File: config.mk
export PLATFORM = sky130hd
export DESIGN_NAME = tbc_back
export DESIGN_NICKNAME = d
export VERILOG_FILES = /design/src/hw/rtl/tbc_pkg.sv /design/src/hw/rtl/tbc_back.sv
export SDC_FILE = /design/constraint.sdc
export NUM_CORES = 1
export LEC_CHECK = 0
export ABC_AREA = 1
export BUFFER_PORTS_ARGS = -buffer_cell sky130_fd_sc_hd__buf_2
export CAP_MARGIN = 20
export CORE_ASPECT_RATIO = 0.7
export CORE_MARGIN = 2
export CORE_UTILIZATION = 35
export CTS_CLUSTER_DIAMETER = 30
export DETAILED_ROUTE_END_ITERATION = 10
export PLACE_DENSITY = 0.75
export SLEW_MARGIN = 30
export SYNTH_ARGS = -nofsm -noshare
export SYNTH_HDL_FRONTEND = slang
export SYNTH_SLANG_ARGS = --single-unit
export TNS_END_PERCENT = 1
File: constraint.sdc
create_clock -name clk -period 7.05 [get_ports clk]
set_input_delay 1.0575 -clock clk [delete_from_list [all_inputs] [get_ports clk]]
set_output_delay 1.0575 -clock clk [all_outputs]
set_load 0.02 [all_outputs]
File: src/hw/rtl/tbc_pkg.sv
package tbc_pkg;

	localparam int COORD_WIDTH      = 16;
	localparam int WEIGHT_FRAC_BITS = 16;
	// integer bits of a weight, sign included
	localparam int INT_BITS         = 4;
	localparam int WEIGHT_WIDTH     = WEIGHT_FRAC_BITS + INT_BITS;

	localparam int EDGE_W = COORD_WIDTH + 1;
	localparam int DOT_W  = 2 * EDGE_W + 2;
	localparam int LO_W   = DOT_W / 2;
	localparam int HI_W   = DOT_W - LO_W;
	localparam int PROD_W = 2 * DOT_W;
	localparam int NUM_W  = PROD_W + 1;
	localparam int DSR_W  = NUM_W + INT_BITS - 1;
	localparam int REM_W  = DSR_W + 1;

	localparam int FRONT_STAGES = 5;
	localparam int N_STAGES     = FRONT_STAGES + WEIGHT_WIDTH + 1;

	typedef logic signed [COORD_WIDTH-1:0]  coord_t;
	typedef logic signed [WEIGHT_WIDTH-1:0] weight_t;
	typedef logic signed [EDGE_W-1:0]       edge_t;
	typedef logic signed [DOT_W-1:0]        dot_t;
	typedef logic signed [PROD_W-1:0]       prod_t;
	typedef logic signed [NUM_W-1:0]        num_t;

	typedef struct packed {
		logic [REM_W-1:0]        rem_v;
		logic [REM_W-1:0]        rem_w;
		logic [WEIGHT_WIDTH-1:0] quo_v;
		logic [WEIGHT_WIDTH-1:0] quo_w;
		logic [DSR_W-1:0]        dsr;
		logic                    neg_v;
		logic                    neg_w;
		logic                    big_v;
		logic                    big_w;
		logic                    degen;
	} div_t;

endpackage

File: src/hw/rtl/tbc_back.sv
module tbc_back (
	input  logic             clk,
	input  logic             en,
	input  tbc_pkg::div_t    din,
	output tbc_pkg::weight_t weight_u,
	output tbc_pkg::weight_t weight_v,
	output tbc_pkg::weight_t weight_w,
	output logic             degenerate,
	output logic             saturated
);
	import tbc_pkg::*;

	localparam logic [WEIGHT_WIDTH-1:0] LIM_POS = {1'b0, {(WEIGHT_WIDTH-1){1'b1}}};
	localparam logic [WEIGHT_WIDTH-1:0] LIM_NEG = {1'b1, {(WEIGHT_WIDTH-1){1'b0}}};
	localparam logic signed [WEIGHT_WIDTH+1:0] ONE = (WEIGHT_WIDTH+2)'(1) <<< WEIGHT_FRAC_BITS;

	logic [WEIGHT_WIDTH-1:0]       lim_v, lim_w, mag_v, mag_w;
	logic                          clip_v, clip_w, clip_u;
	weight_t                       val_v, val_w, val_u;
	logic signed [WEIGHT_WIDTH+1:0] u_full;

	always_comb begin
		lim_v  = din.neg_v ? LIM_NEG : LIM_POS;
		lim_w  = din.neg_w ? LIM_NEG : LIM_POS;
		clip_v = din.big_v || (din.quo_v > lim_v);
		clip_w = din.big_w || (din.quo_w > lim_w);
		mag_v  = clip_v ? lim_v : din.quo_v;
		mag_w  = clip_w ? lim_w : din.quo_w;
		val_v  = din.neg_v ? -$signed(mag_v) : $signed(mag_v);
		val_w  = din.neg_w ? -$signed(mag_w) : $signed(mag_w);
		u_full = ONE - (WEIGHT_WIDTH+2)'(val_v) - (WEIGHT_WIDTH+2)'(val_w);
		clip_u = (u_full[WEIGHT_WIDTH+1:WEIGHT_WIDTH-1] != '0)
			&& (u_full[WEIGHT_WIDTH+1:WEIGHT_WIDTH-1] != '1);
		if (!clip_u) begin
			val_u = u_full[WEIGHT_WIDTH-1:0];
		end else if (u_full[WEIGHT_WIDTH+1]) begin
			val_u = $signed(LIM_NEG);
		end else begin
			val_u = $signed(LIM_POS);
		end
	end

	always_ff @(posedge clk) begin
		if (en) begin
			if (din.degen) begin
				weight_u   <= '0;
				weight_v   <= '0;
				weight_w   <= '0;
				degenerate <= 1'b1;
				saturated  <= 1'b0;
			end else begin
				weight_u   <= val_u;
				weight_v   <= val_v;
				weight_w   <= val_w;
				degenerate <= 1'b0;
				saturated  <= clip_u || clip_v || clip_w;
			end
		end
	end

endmodule

==> reports/results.ini <==
[outcome]
status=completed

[min_path]
hold_path_startpoint=din[82]
whs_endpoint=weight_w[1]
hold_path_depth=3
worst_hold_path_type=input port to register

[placed_design]
portBuffers=108
place.gp.congestion=0.928
place_area_um2=7010
dpl.hpwl_mm=14.0
dpl.cell_count=1136
pre_cts_slack_ps=75.1

[floorplan]
die_w_um=163
rows=40
coreArea_um2=17300
die_height_um=116
fp.dieArea_um2=18900
initial_core_util_pct=36.0
pin_count=339

[cells_and_area]
area_growth_pct=18.3
fin_nets=1276
num_antenna_cells=0
layout-drive-gt1-share_pct=21.5
mostFrequentLayoutCells=182 x nand2_1, 107 x buf_2, 83 x nor2_1, 82 x nand3_1, 82 x ha_1
postLayoutCellArea_um2=7350
fin_cells=1152
final_common_cell=nand2_1

[drt]
drc=0
via_per_inst=5.14
wl_mm=17.6
vias=5922
firstDrtPassIters=6
drt_iter0_markers=532
postRouteAntennaNets=0
drt-wirelength-per-cell_um=15.2

[worst_setup_path]
slowest_stage=fa_1
crit_path_frequent_cell=inv_1
cp-start-kind=input port
cp_data_arrival_time_ps=6570
critPathMaxFanout=23
endpoint_kind=register
worstPathRequired_ps=7100
cp_slowest_stage_delay_ps=400
criticalPathCategory=input port to register

[clock_tree]
clock-root-buffer=clkbuf_16
cts_hold_buffers=0
h-tree-depth=3
cts_tree=done
clock_path_buffers=2
cts_buffers=9
clk_pin_slew_worst_paths_ps=50
cts.sinks=62
cts_setup_buffers=0
cts_resized=0

[global_route]
grt_pass1_vias=5351
antenna_found_initial=0
grt_max_degree=63
grt_overflow=0
grt_pass1_wl_mm=27.2
grt_usage_pct=18.7

[synthesis]
synth.distinct_cells=43
synth-main-ff-cell=edfxtp_1
async_flop_share_pct=0
ys_warn_count=0
synth_edf_count=62
synth_area_um2=6220
syn_area_per_cell_um2=7.70
syn_nets=1167
postSynthCellCount=807
yosysSeqAreaShare_pct=29.9
synth-seq-cells=62

[timing]
rsz0062_at_grt=false
min_period_ps=6520
hold_viol_final=0
relSlewSlack_pct=38.7
slew_violations=0
setup_violations=0
tightest_slew_ps=919
finalSetupTns_ps=0
clock.fmax_mhz=153
fin_crit_sh_pct=92.5
layout_setup_ws_ps=529

[pwr]
combinationalPowerShare_pct=43.6
p_sw_mw=0.704
ir_worst_vdd_mv=0.132
pwr-share-seq_pct=28.4
p_int_mw=1.09
swShare_pct=39.3
powerDensity_nw_per_um2=244
p_clk_share_pct=28.0
p_leak_nw=3.61

[run]
max_cap_viol_count=0

## cell type report
class	instances	area, µm²
multi-input cells	653	3980
repair buffers	120	633
clock buffers	11	233
flip-flops and latches	62	1860
fillers	1712	9910
inverters	70	263
clock inverters	5	97.6
well taps	231	289
## metrics by stage
step	util (%)	hold WS, ps	power [mW]
4_1_cts	42.5	1200	1.78
3_5_place_dp	40.6	1500	1.28
5_1_grt	42.6	1230	1.90
2_1_floorplan	-	1160	1.05
3_3_place_gp	40.6	1500	1.26
6_report	42.6	1220	1.79
## metal layers
metal | up-vias | global-route usage (%) | wire [µm] | share of wire [%]
met5 | - | 0 | 0 | 0
met4 | 0 | 5.13 | 310 | 1.8
met3 | 27 | 4.62 | 1270 | 7.2
met2 | 201 | 28.4 | 7550 | 43
met1 | 2707 | 26.5 | 8430 | 48
li1 | 2987 | - | - | -
## power by group through the flow
stage | logic [mW] | clock network, mW | registers, mW
6_report | 0.781 | 0.502 | 0.509
5_1_grt | 0.868 | 0.522 | 0.513
4_1_cts | 0.768 | 0.504 | 0.511
3_5_place_dp | 0.761 | 0 | 0.517
3_3_place_gp | 0.745 | 0 | 0.519
2_1_floorplan | 0.459 | 0 | 0.586
## how the worst max path moves through the flow
stage | from | to | slack, ps | depth (start not counted)
CTS | din[4] | weight_u[3] | 380 | 33
detailed placement | din[4] | weight_u[3] | 80 | 33
global route | din[4] | weight_u[6] | 30 | 32
floorplan | din[3] | weight_u[11] | 910 | 35
finish | din[4] | weight_u[8] | 530 | 32
global placement | din[4] | weight_u[3] | 100 | 30
## logic make-up (layout without fill, tap and decap cells)
family	after synthesis	in the layout	share of synthesized area (%)
compound gates	121	121	10.6
buf+inv	92	206	6.30
fa+ha+maj	83	83	16.8
flops	62	62	29.9
mux	1	1	0.161
simple gates	430	430	33.6
xor+xnor	18	18	2.54
## worst max-delay path: cells and delay by family
family | cells | cell delay (ps)
AO/OA/AOI/OAI | 9 | 1430
adder cells (fa/ha/maj) | 5 | 1480
buffers and inverters | 7 | 920
AND/OR/NAND/NOR | 11 | 1680
## registers in the layout, summed over array words and instances, names as in the netlist
| name | cells |
|---|---|
| degenerate | 1 |
| weight_u | 20 |
| saturated | 1 |
| weight_v | 20 |
| weight_w | 20 |
## cell usage after synthesis (6+ instances only)
| cell | instances | area share [%] |
|---|---|---|
| nand4_1 | 6 | 0.60 |
| ha_1 | 82 | 17 |
| nand2_4 | 7 | 1.3 |
| edfxtp_1 | 62 | 30 |
| nand2_2 | 13 | 1.3 |
| nor2_2 | 12 | 1.2 |
| a21oi_1 | 41 | 3.3 |
| nand3_2 | 15 | 2.4 |
| nor2_1 | 83 | 5.0 |
| inv_1 | 70 | 4.2 |
| o21ai_1 | 20 | 1.6 |
| clkbuf_1 | 9 | 0.54 |
| xor2_1 | 10 | 1.4 |
| nand3_1 | 82 | 6.6 |
| o21ai_0 | 41 | 3.3 |
| nand3b_1 | 14 | 1.7 |
| nor2_4 | 6 | 1.1 |
| nand2_1 | 182 | 11 |
| xnor2_1 | 8 | 1.1 |
(Power assumes the default switching activity.)
