### config.mk
export PLATFORM = sky130hd
export DESIGN_NAME = tbc_div_cell
export DESIGN_NICKNAME = d
export VERILOG_FILES = /design/src/hw/rtl/tbc_pkg.sv /design/src/hw/rtl/tbc_div_cell.sv
export SDC_FILE = /design/constraint.sdc
export NUM_CORES = 1
export LEC_CHECK = 0
export ABC_AREA = 1
export BUFFER_PORTS_ARGS = -buffer_cell sky130_fd_sc_hd__buf_2
export CAP_MARGIN = 20
export CORE_MARGIN = 3
export CORE_UTILIZATION = 55
export CTS_CLUSTER_DIAMETER = 200
export DETAILED_ROUTE_END_ITERATION = 12
export GPL_TIMING_DRIVEN = 0
export PLACE_DENSITY = 0.81
export SKIP_CTS_REPAIR_TIMING = 1
export SYNTH_ARGS = -nofsm -noshare
export SYNTH_HDL_FRONTEND = slang
export SYNTH_SLANG_ARGS = --single-unit
export TNS_END_PERCENT = 100
### constraint.sdc
create_clock -name clk -period 2.8 [get_ports clk]
set_input_delay 0.28 -clock clk [delete_from_list [all_inputs] [get_ports clk]]
set_output_delay 0.28 -clock clk [all_outputs]
set_load 0.1 [all_outputs]
### src/hw/rtl/tbc_pkg.sv
package tbc_pkg;

	localparam int COORD_WIDTH      = 16;
	localparam int WEIGHT_FRAC_BITS = 16;
	// integer bits of a weight, sign included
	localparam int INT_BITS         = 4;
	localparam int WEIGHT_WIDTH     = WEIGHT_FRAC_BITS + INT_BITS;

	localparam int EDGE_W = COORD_WIDTH + 1;
	localparam int DOT_W  = 2 * EDGE_W + 2;
	localparam int LO_W   = DOT_W / 2;
	localparam int HI_W   = DOT_W - LO_W;
	localparam int PROD_W = 2 * DOT_W;
	localparam int NUM_W  = PROD_W + 1;
	localparam int DSR_W  = NUM_W + INT_BITS - 1;
	localparam int REM_W  = DSR_W + 1;

	localparam int FRONT_STAGES = 5;
	localparam int N_STAGES     = FRONT_STAGES + WEIGHT_WIDTH + 1;

	typedef logic signed [COORD_WIDTH-1:0]  coord_t;
	typedef logic signed [WEIGHT_WIDTH-1:0] weight_t;
	typedef logic signed [EDGE_W-1:0]       edge_t;
	typedef logic signed [DOT_W-1:0]        dot_t;
	typedef logic signed [PROD_W-1:0]       prod_t;
	typedef logic signed [NUM_W-1:0]        num_t;

	typedef struct packed {
		logic [REM_W-1:0]        rem_v;
		logic [REM_W-1:0]        rem_w;
		logic [WEIGHT_WIDTH-1:0] quo_v;
		logic [WEIGHT_WIDTH-1:0] quo_w;
		logic [DSR_W-1:0]        dsr;
		logic                    neg_v;
		logic                    neg_w;
		logic                    big_v;
		logic                    big_w;
		logic                    degen;
	} div_t;

endpackage

### src/hw/rtl/tbc_div_cell.sv
module tbc_div_cell (
	input  logic          clk,
	input  logic          en,
	input  tbc_pkg::div_t din,
	output tbc_pkg::div_t dout
);
	import tbc_pkg::*;

	logic [REM_W-1:0] dsr_x, diff_v, diff_w;
	logic             ge_v, ge_w;
	div_t             nxt;

	assign dsr_x  = {1'b0, din.dsr};
	assign ge_v   = din.rem_v >= dsr_x;
	assign ge_w   = din.rem_w >= dsr_x;
	assign diff_v = din.rem_v - dsr_x;
	assign diff_w = din.rem_w - dsr_x;

	// one quotient bit per lane; unless a big flag is set, the remainder stays below twice the divisor
	always_comb begin
		nxt       = din;
		nxt.rem_v = (ge_v ? diff_v : din.rem_v) << 1;
		nxt.rem_w = (ge_w ? diff_w : din.rem_w) << 1;
		nxt.quo_v = {din.quo_v[WEIGHT_WIDTH-2:0], ge_v};
		nxt.quo_w = {din.quo_w[WEIGHT_WIDTH-2:0], ge_w};
	end

	always_ff @(posedge clk) begin
		if (en) begin
			dout <= nxt;
		end
	end

endmodule

==> metrics.md, run 1 <==
| Metric | Value |
|---|---|
| Status | finished, violations left |
| Failing checks | negative setup slack |
| CORE AREA | 43600 µm² |
| Post-Route WL | 106000 µm |
| Ys async rst share | 0 |
| Synth area leader | edfxtp_1 |
| CP startpoint | din[71] |
| Predominant post-synthesis flop cell | edfxtp_1 |
| Final setup vio count | 6 |
| DR DRC count | 0 |
| Cell count after synthesis | 3805 |
| First DRT Iteration DRCs | 3382 |
| Die H | 218 µm |
| Die Span X | 218 µm |
| Crit path DAT | 3.14 ns |
| Peak supply drop | 0.552 mV |
| Number of flops mapped to enable cells by yosys | 273 |
| # fillers | 3808 |
| Leakage Power | 16.7 nW |
| Worst hold endpoint | dout[140] |
| Syn avg cell area | 6.48 µm² |
| Reg area | 8200 µm² |
| # placed instances | 4940 |
| Fin cells | 5117 |
| Hold Path Cell Cnt | 3 |
| H-tree levels | 1 |
| GRT Overall Usage | 0.413 |
| CTS tree | done |
| Sequential fraction of the synthesis area | 0.333 |
| Initial antenna violation count | 10 |
| Type of origin of the critical path | primary input |
| Hold Path Class | primary input to flop |
| Worst slew pin tran | 0.771 ns |
| DRT Pass-1 Iters | 7 |
| Final Hold Viols | 0 |
| Synthesis Warnings | 0 |
| Biggest regs | dout: 273 flops |
| Total Power | 17.9 mW |
| Final setup margin | -0.0320 ns |
| Final period utilization | 1.01 |
| WL/cell | 20.8 µm |
| Nets | 4933 |
| Critical Path End Type | flop |
| Post-synthesis register bit count | 273 |
| Max FO, Critical Path | 10 |
| Max-slew violations | 0 |
| Final Wtd Congestion | 1.07 |
| Max reg flops | 273 |
| Top cell type's share of synthesized area | 0.333 |
| Netlist cell types | 37 |
| Worst endpoint required time | 3.11 ns |
| Vias in the first global route | 25010 |
| Input/output buffers | 547 |
| Vias per cell | 5.49 |
| Area Growth Syn to Fin | 23.4% |
| Multi-input gate area | 13200 µm² |
| Worst-path clk slew | 0.07 ns |
| Critical path class | primary input to flop |
| Final design utilization | 0.697 |
| Largest net degree at the start of global routing | 135 |
| Final ANT Viol Nets | 0 |
| Hold path startpoint | din[139] |
| # IOs | 552 |
| Power per cell area | 590 nW/µm² |
| Slew HR | 0.486 |
| Final HPWL from detailed placement | 86500 µm |
| Max cap viols | 0 |
| Largest register by flop count | dout |
| Max Fclk | 353 MHz |
| Site row count | 76 |
| Global route overflow | 0 |
| Cell area after synthesis | 24700 µm² |
| Clock buffer depth | 3 |
| Clock tree root buffer cell | clkbuf_16 |
| Most area-consuming cells after synthesis | edfxtp_1 33%, nand2_1 22%, inv_1 12%, ha_1 7.7%, nand3_1 5.4% |
| CTS Buf Count | 28 |
| Total number of vias | 28089 |
| Die area | 47400 µm² |
| Layout cells sized above 1 | 0.159 |
| Sink Count | 273 |
| First-pass GRT wire length | 147000 µm |
| Initial Utilization | 0.565 |
| Tmin final | 2.83 ns |
==> worst max-delay path, cell delays in order <==
cell,delay (ns)
buf_2,0.10
inv_1,0.14
ha_1,0.49
nand2_1,0.13
nor2_1,0.25
nand2_1,0.20
nor4_2,0.39
a41oi_4,0.45
clkbuf_1,0.42
nand3_1,0.18
nand2_1,0.11
==> metrics by stage <==
step                      hold slack (ns)  setup WS, ns  setup TNS [ns]  instance area (µm²)
after floorplan                     0.379         0.625               0                24700
after global placement              0.457         -2.19         -646.06                28100
after detailed placement            0.458        -0.727          -61.56                28200
after CTS                          -0.146        -0.153           -1.41                29200
after global routing               0.0111      -0.00944        -0.00944                30400
final                              0.0130       -0.0320         -0.0868                30400
==> synth_stat cells, drive strengths merged (2+ instances only) <==
cell,instances
buf,42
a41oi,2
nor3,35
nand2,1435
ha,152
or2,5
o21ai,92
nand4,28
nor2,348
clkbuf,4
xor2,82
inv,800
edfxtp,273
a21oi,147
nand3b,29
nor4,10
fa,2
nand3,292
o21bai,19
and2,5
==> final cells by class <==
type	instances	area share
Inverter	801	0.0988
Clock buffer	34	0.0245
Clock inverter	17	0.00818
Multi-Input combinational cell	2686	0.433
Antenna cell	9	0.000740
Buffer	46	0.0104
Sequential cell	273	0.269
Timing Repair Buffer	666	0.131
Tap cell	585	0.0241
==> where the power goes <==
| part | internal (mW) | switching [mW] | leakage, nW | total (mW) |
|---|---|---|---|---|
| clock network | 2.45 | 1.68 | 0.484 | 4.12 |
| logic | 1.73 | 6.81 | 13.5 | 8.53 |
| registers | 5.14 | 0.156 | 2.67 | 5.29 |
| total | 9.31 | 8.64 | 16.7 | 17.9 |
==> layer usage <==
| metal | track usage | vias up | routed length (µm) |
|---|---|---|---|
| li1 | - | 13227 | - |
| met5 | 0 | - | 20 |
| met4 | 0.200 | 4 | 6340 |
| met2 | 0.687 | 1803 | 48900 |
| met3 | 0.0655 | 354 | 11700 |
| met1 | 0.526 | 12701 | 39300 |
==> layout by cell type (no fill, tap or decap), drive strengths merged <==
cell type,Yosys,layout
inv,800,803
and3,1,1
ha,152,152
clkinv,1,9
nor3,35,35
nand2,1435,1435
bufinv,0,6
nand4,28,28
clkbuf,4,42
conb,1,2
nor2,348,348
o21ai,92,92
dlygate4sd3,0,117
diode,0,9
fa,2,2
edfxtp,273,273
a21oi,147,147
a41oi,2,2
nor4,10,10
xor2,82,82
nand3,292,292
buf,42,587
or2,5,5
nand3b,29,29
o21bai,19,19
and2,5,5
==> logic make-up after synthesis <==
| kind of cell | share of synthesized area |
|---|---|
| xor gates and xnor gates | 0.0291 |
| AOI/OAI and AO/OA | 0.0556 |
| buffers and inverters | 0.134 |
| other | 0.000152 |
| adders and majority gates | 0.0788 |
| and+or+nand+nor | 0.369 |
| DFF | 0.333 |
==> worst max path at each step <==
stage                end  slack, ns  cells past startpoint
4_1_cts        dout[232]      -0.15                     11
2_1_floorplan  dout[232]       0.63                     14
3_3_place_gp   dout[109]      -2.19                      1
6_report       dout[232]      -0.03                     11
3_5_place_dp   dout[232]      -0.73                     11
5_1_grt        dout[244]     -0.009                     14
Power figures use the tool's default switching activity.
==> run 2: changes to the inputs <==
Settings changed: CORE_UTILIZATION 55 to 40, PLACE_DENSITY 0.81 to default.
==> run 2 against run 1 <==
  * The flow now finishes without violations
  * Final cell count up 4.1%
  * Die area increased by 36%
  * Maximum frequency grew 5.0%
  * Critical endpoint is now dout[273]
  * Largest power group unchanged
==> metrics.md, run 2 (synthesis gave the netlist of run 1 again) <==
| Metric | Value |
|---|---|
| Status | finished clean |
| Fin cells | 5328 (+4.1%) |
| H-tree levels | 1 (unchanged) |
| GRT Overall Usage | 0.319 (-0.0937) |
| Max cap viols | 0 (unchanged) |
| Vias in the first global route | 24851 (-0.64%) |
| Largest register by flop count | dout |
| Post-Route WL | 108000 µm (+1.8%) |
| Worst path slowest cell | ha_1 |
| Area Growth Syn to Fin | 25.3% |
| WL/cell | 20.3 µm (-2.2%) |
| Global route overflow | 0 (unchanged) |
| Setup TNS | 0 ns (+0.0868 ns) |
| Most common cell after layout, fill and taps aside | nand2_1 |
| DRT Pass-1 Iters | 6 (-1) |
| Site row count | 90 (+18%) |
| Clock tree root buffer cell | clkbuf_16 |
| Type of origin of the critical path | primary input |
| Initial Utilization | 0.406 (-0.159) |
| Max incr delay on CP | 0.40 ns (-0.09 ns) |
| Worst endpoint required time | 3.10 ns (about the same) |
| Peak supply drop | 0.487 mV (-12%) |
| # placed instances | 5137 (+4.0%) |
| Clock buffer depth | 3 (unchanged) |
| Most frequent cells in the layout | 1424 x nand2_1, 781 x inv_1, 567 x buf_2 |
| Biggest regs | dout: 273 flops |
| First-pass GRT wire length | 152000 µm (+3.8%) |
| Crit path DAT | 2.99 ns (-0.15 ns) |
| CP Cell Sequence | buf_2 > inv_1 > ha_1 > nand2_1 > nor2_2 > inv_2 > nor2_2 > nand2_1 > nor2_4 > buf_4 > a41oi_4 > buf_12 > buf_2 > nand3_1 > nand2_1 |
| Final HPWL from detailed placement | 92600 µm (+7.1%) |
| Hold WS | 0.00520 ns (-0.00783 ns) |
| Initial antenna violation count | 12 (+2) |
| CTS tree | done |
| Die H | 254 µm (+17%) |
| # IOs | 552 (unchanged) |
| Worst-path clk slew | 0.06 ns (about the same) |
| Max reg flops | 273 (unchanged) |
| Largest net degree at the start of global routing | 122 (-9.6%) |
| Critical path class | primary input to flop |
| Tmin final | 2.70 ns (-0.134 ns) |
| Die Span X | 254 µm (+17%) |
| Setup WS pre-CTS | -1.00 ns (-0.275 ns) |
| Layout cells sized above 1 | 0.163 (+0.00414) |
| Final setup margin | 0.102 ns (+0.134 ns) |
| Worst slew pin tran | 0.728 ns (-0.0437 ns) |
| Max Fclk | 371 MHz (+5.0%) |
| Power per cell area | 587 nW/µm² (-0.53%) |
| Max FO, Critical Path | 10 (unchanged) |
| Setup crit end | dout[273] |
| Total number of vias | 26706 (-4.9%) |
| CTS Buf Count | 30 (+7.1%) |
| Input/output buffers | 547 (unchanged) |
| Final setup vio count | 0 (-6) |
| CP startpoint | din[39] |
| Max-slew violations | 0 (unchanged) |
| Final Wtd Congestion | 1.02 (-4.9%) |
| Critical Path End Type | flop |
| CORE AREA | 60700 µm² (+39%) |
| Most common cell type on the critical path | nand2_1 |
| Final period utilization | 0.963 (-0.0480) |
| DR DRC count | 0 (unchanged) |
| First DRT Iteration DRCs | 2276 (-33%) |
| Leakage Power | 16.8 nW (+0.70%) |
| Final ANT Viol Nets | 0 (unchanged) |
| Nets | 4944 (+0.22%) |
| Slew HR | 0.515 (+0.0292) |
| Hold Path Class | primary input to flop |
| Final Hold Viols | 0 (unchanged) |
| Sink Count | 273 (unchanged) |
| Die area | 64700 µm² (+36%) |
| Vias per cell | 5.01 (-8.7%) |
run 2: where the power goes:
| part | switching, mW | total (mW) | internal [mW] |
|---|---|---|---|
| logic | 6.79 | 8.54 | 1.74 |
| clock network | 1.69 | 4.34 | 2.65 |
| registers | 0.121 | 5.25 | 5.13 |
run 2: how the worst min path moves through the flow:
stage               slack (ns)      from  depth (start not counted)         to
finish                   0.005  din[124]                          3  dout[125]
global route             0.005  din[127]                          3  dout[128]
CTS                      -0.16   din[95]                          1   dout[96]
detailed placement        0.46   din[88]                          1   dout[89]
global placement          0.46  din[116]                          1  dout[117]
floorplan                 0.38    din[0]                          0    dout[0]
run 2: routing by layer:
metal  wire length [µm]  track usage  up-vias  share of wire
met5                 12            0        -        0.00011
met2              50400        0.546     1057           0.47
met1              44600        0.406    12186           0.41
li1                   -            -    13248              -
met3               8000       0.0439      213          0.074
met4               5140        0.132        2          0.047
run 2: worst max-delay path: cells and delay by family:
kind	cells	cell delay (ns)
AND/OR/NAND/NOR	7	1.07
adder cells (fa/ha/maj)	1	0.40
buffers and inverters	6	1.11
AO/OA/AOI/OAI	1	0.12
run 2: layout make-up:
type | count | area, µm²
antenna | 9 | 22.5
buffer | 46 | 335
clock buffer | 31 | 776
clock inverter | 25 | 312
fill | 6354 | 29800
inverter | 801 | 3010
multi-input combinational | 2686 | 13200
sequential | 273 | 8200
tap | 782 | 978
timing repair buffer | 675 | 4070
run 2: metrics by stage:
stage               cell area (µm²)  utilization  power (mW)
finish                        30900        0.509        18.1
global route                  30900        0.509        18.9
floorplan                     24700            -        11.5
detailed placement            28400        0.469        13.6
global placement              28400        0.467        13.6
CTS                           29500        0.486        18.0
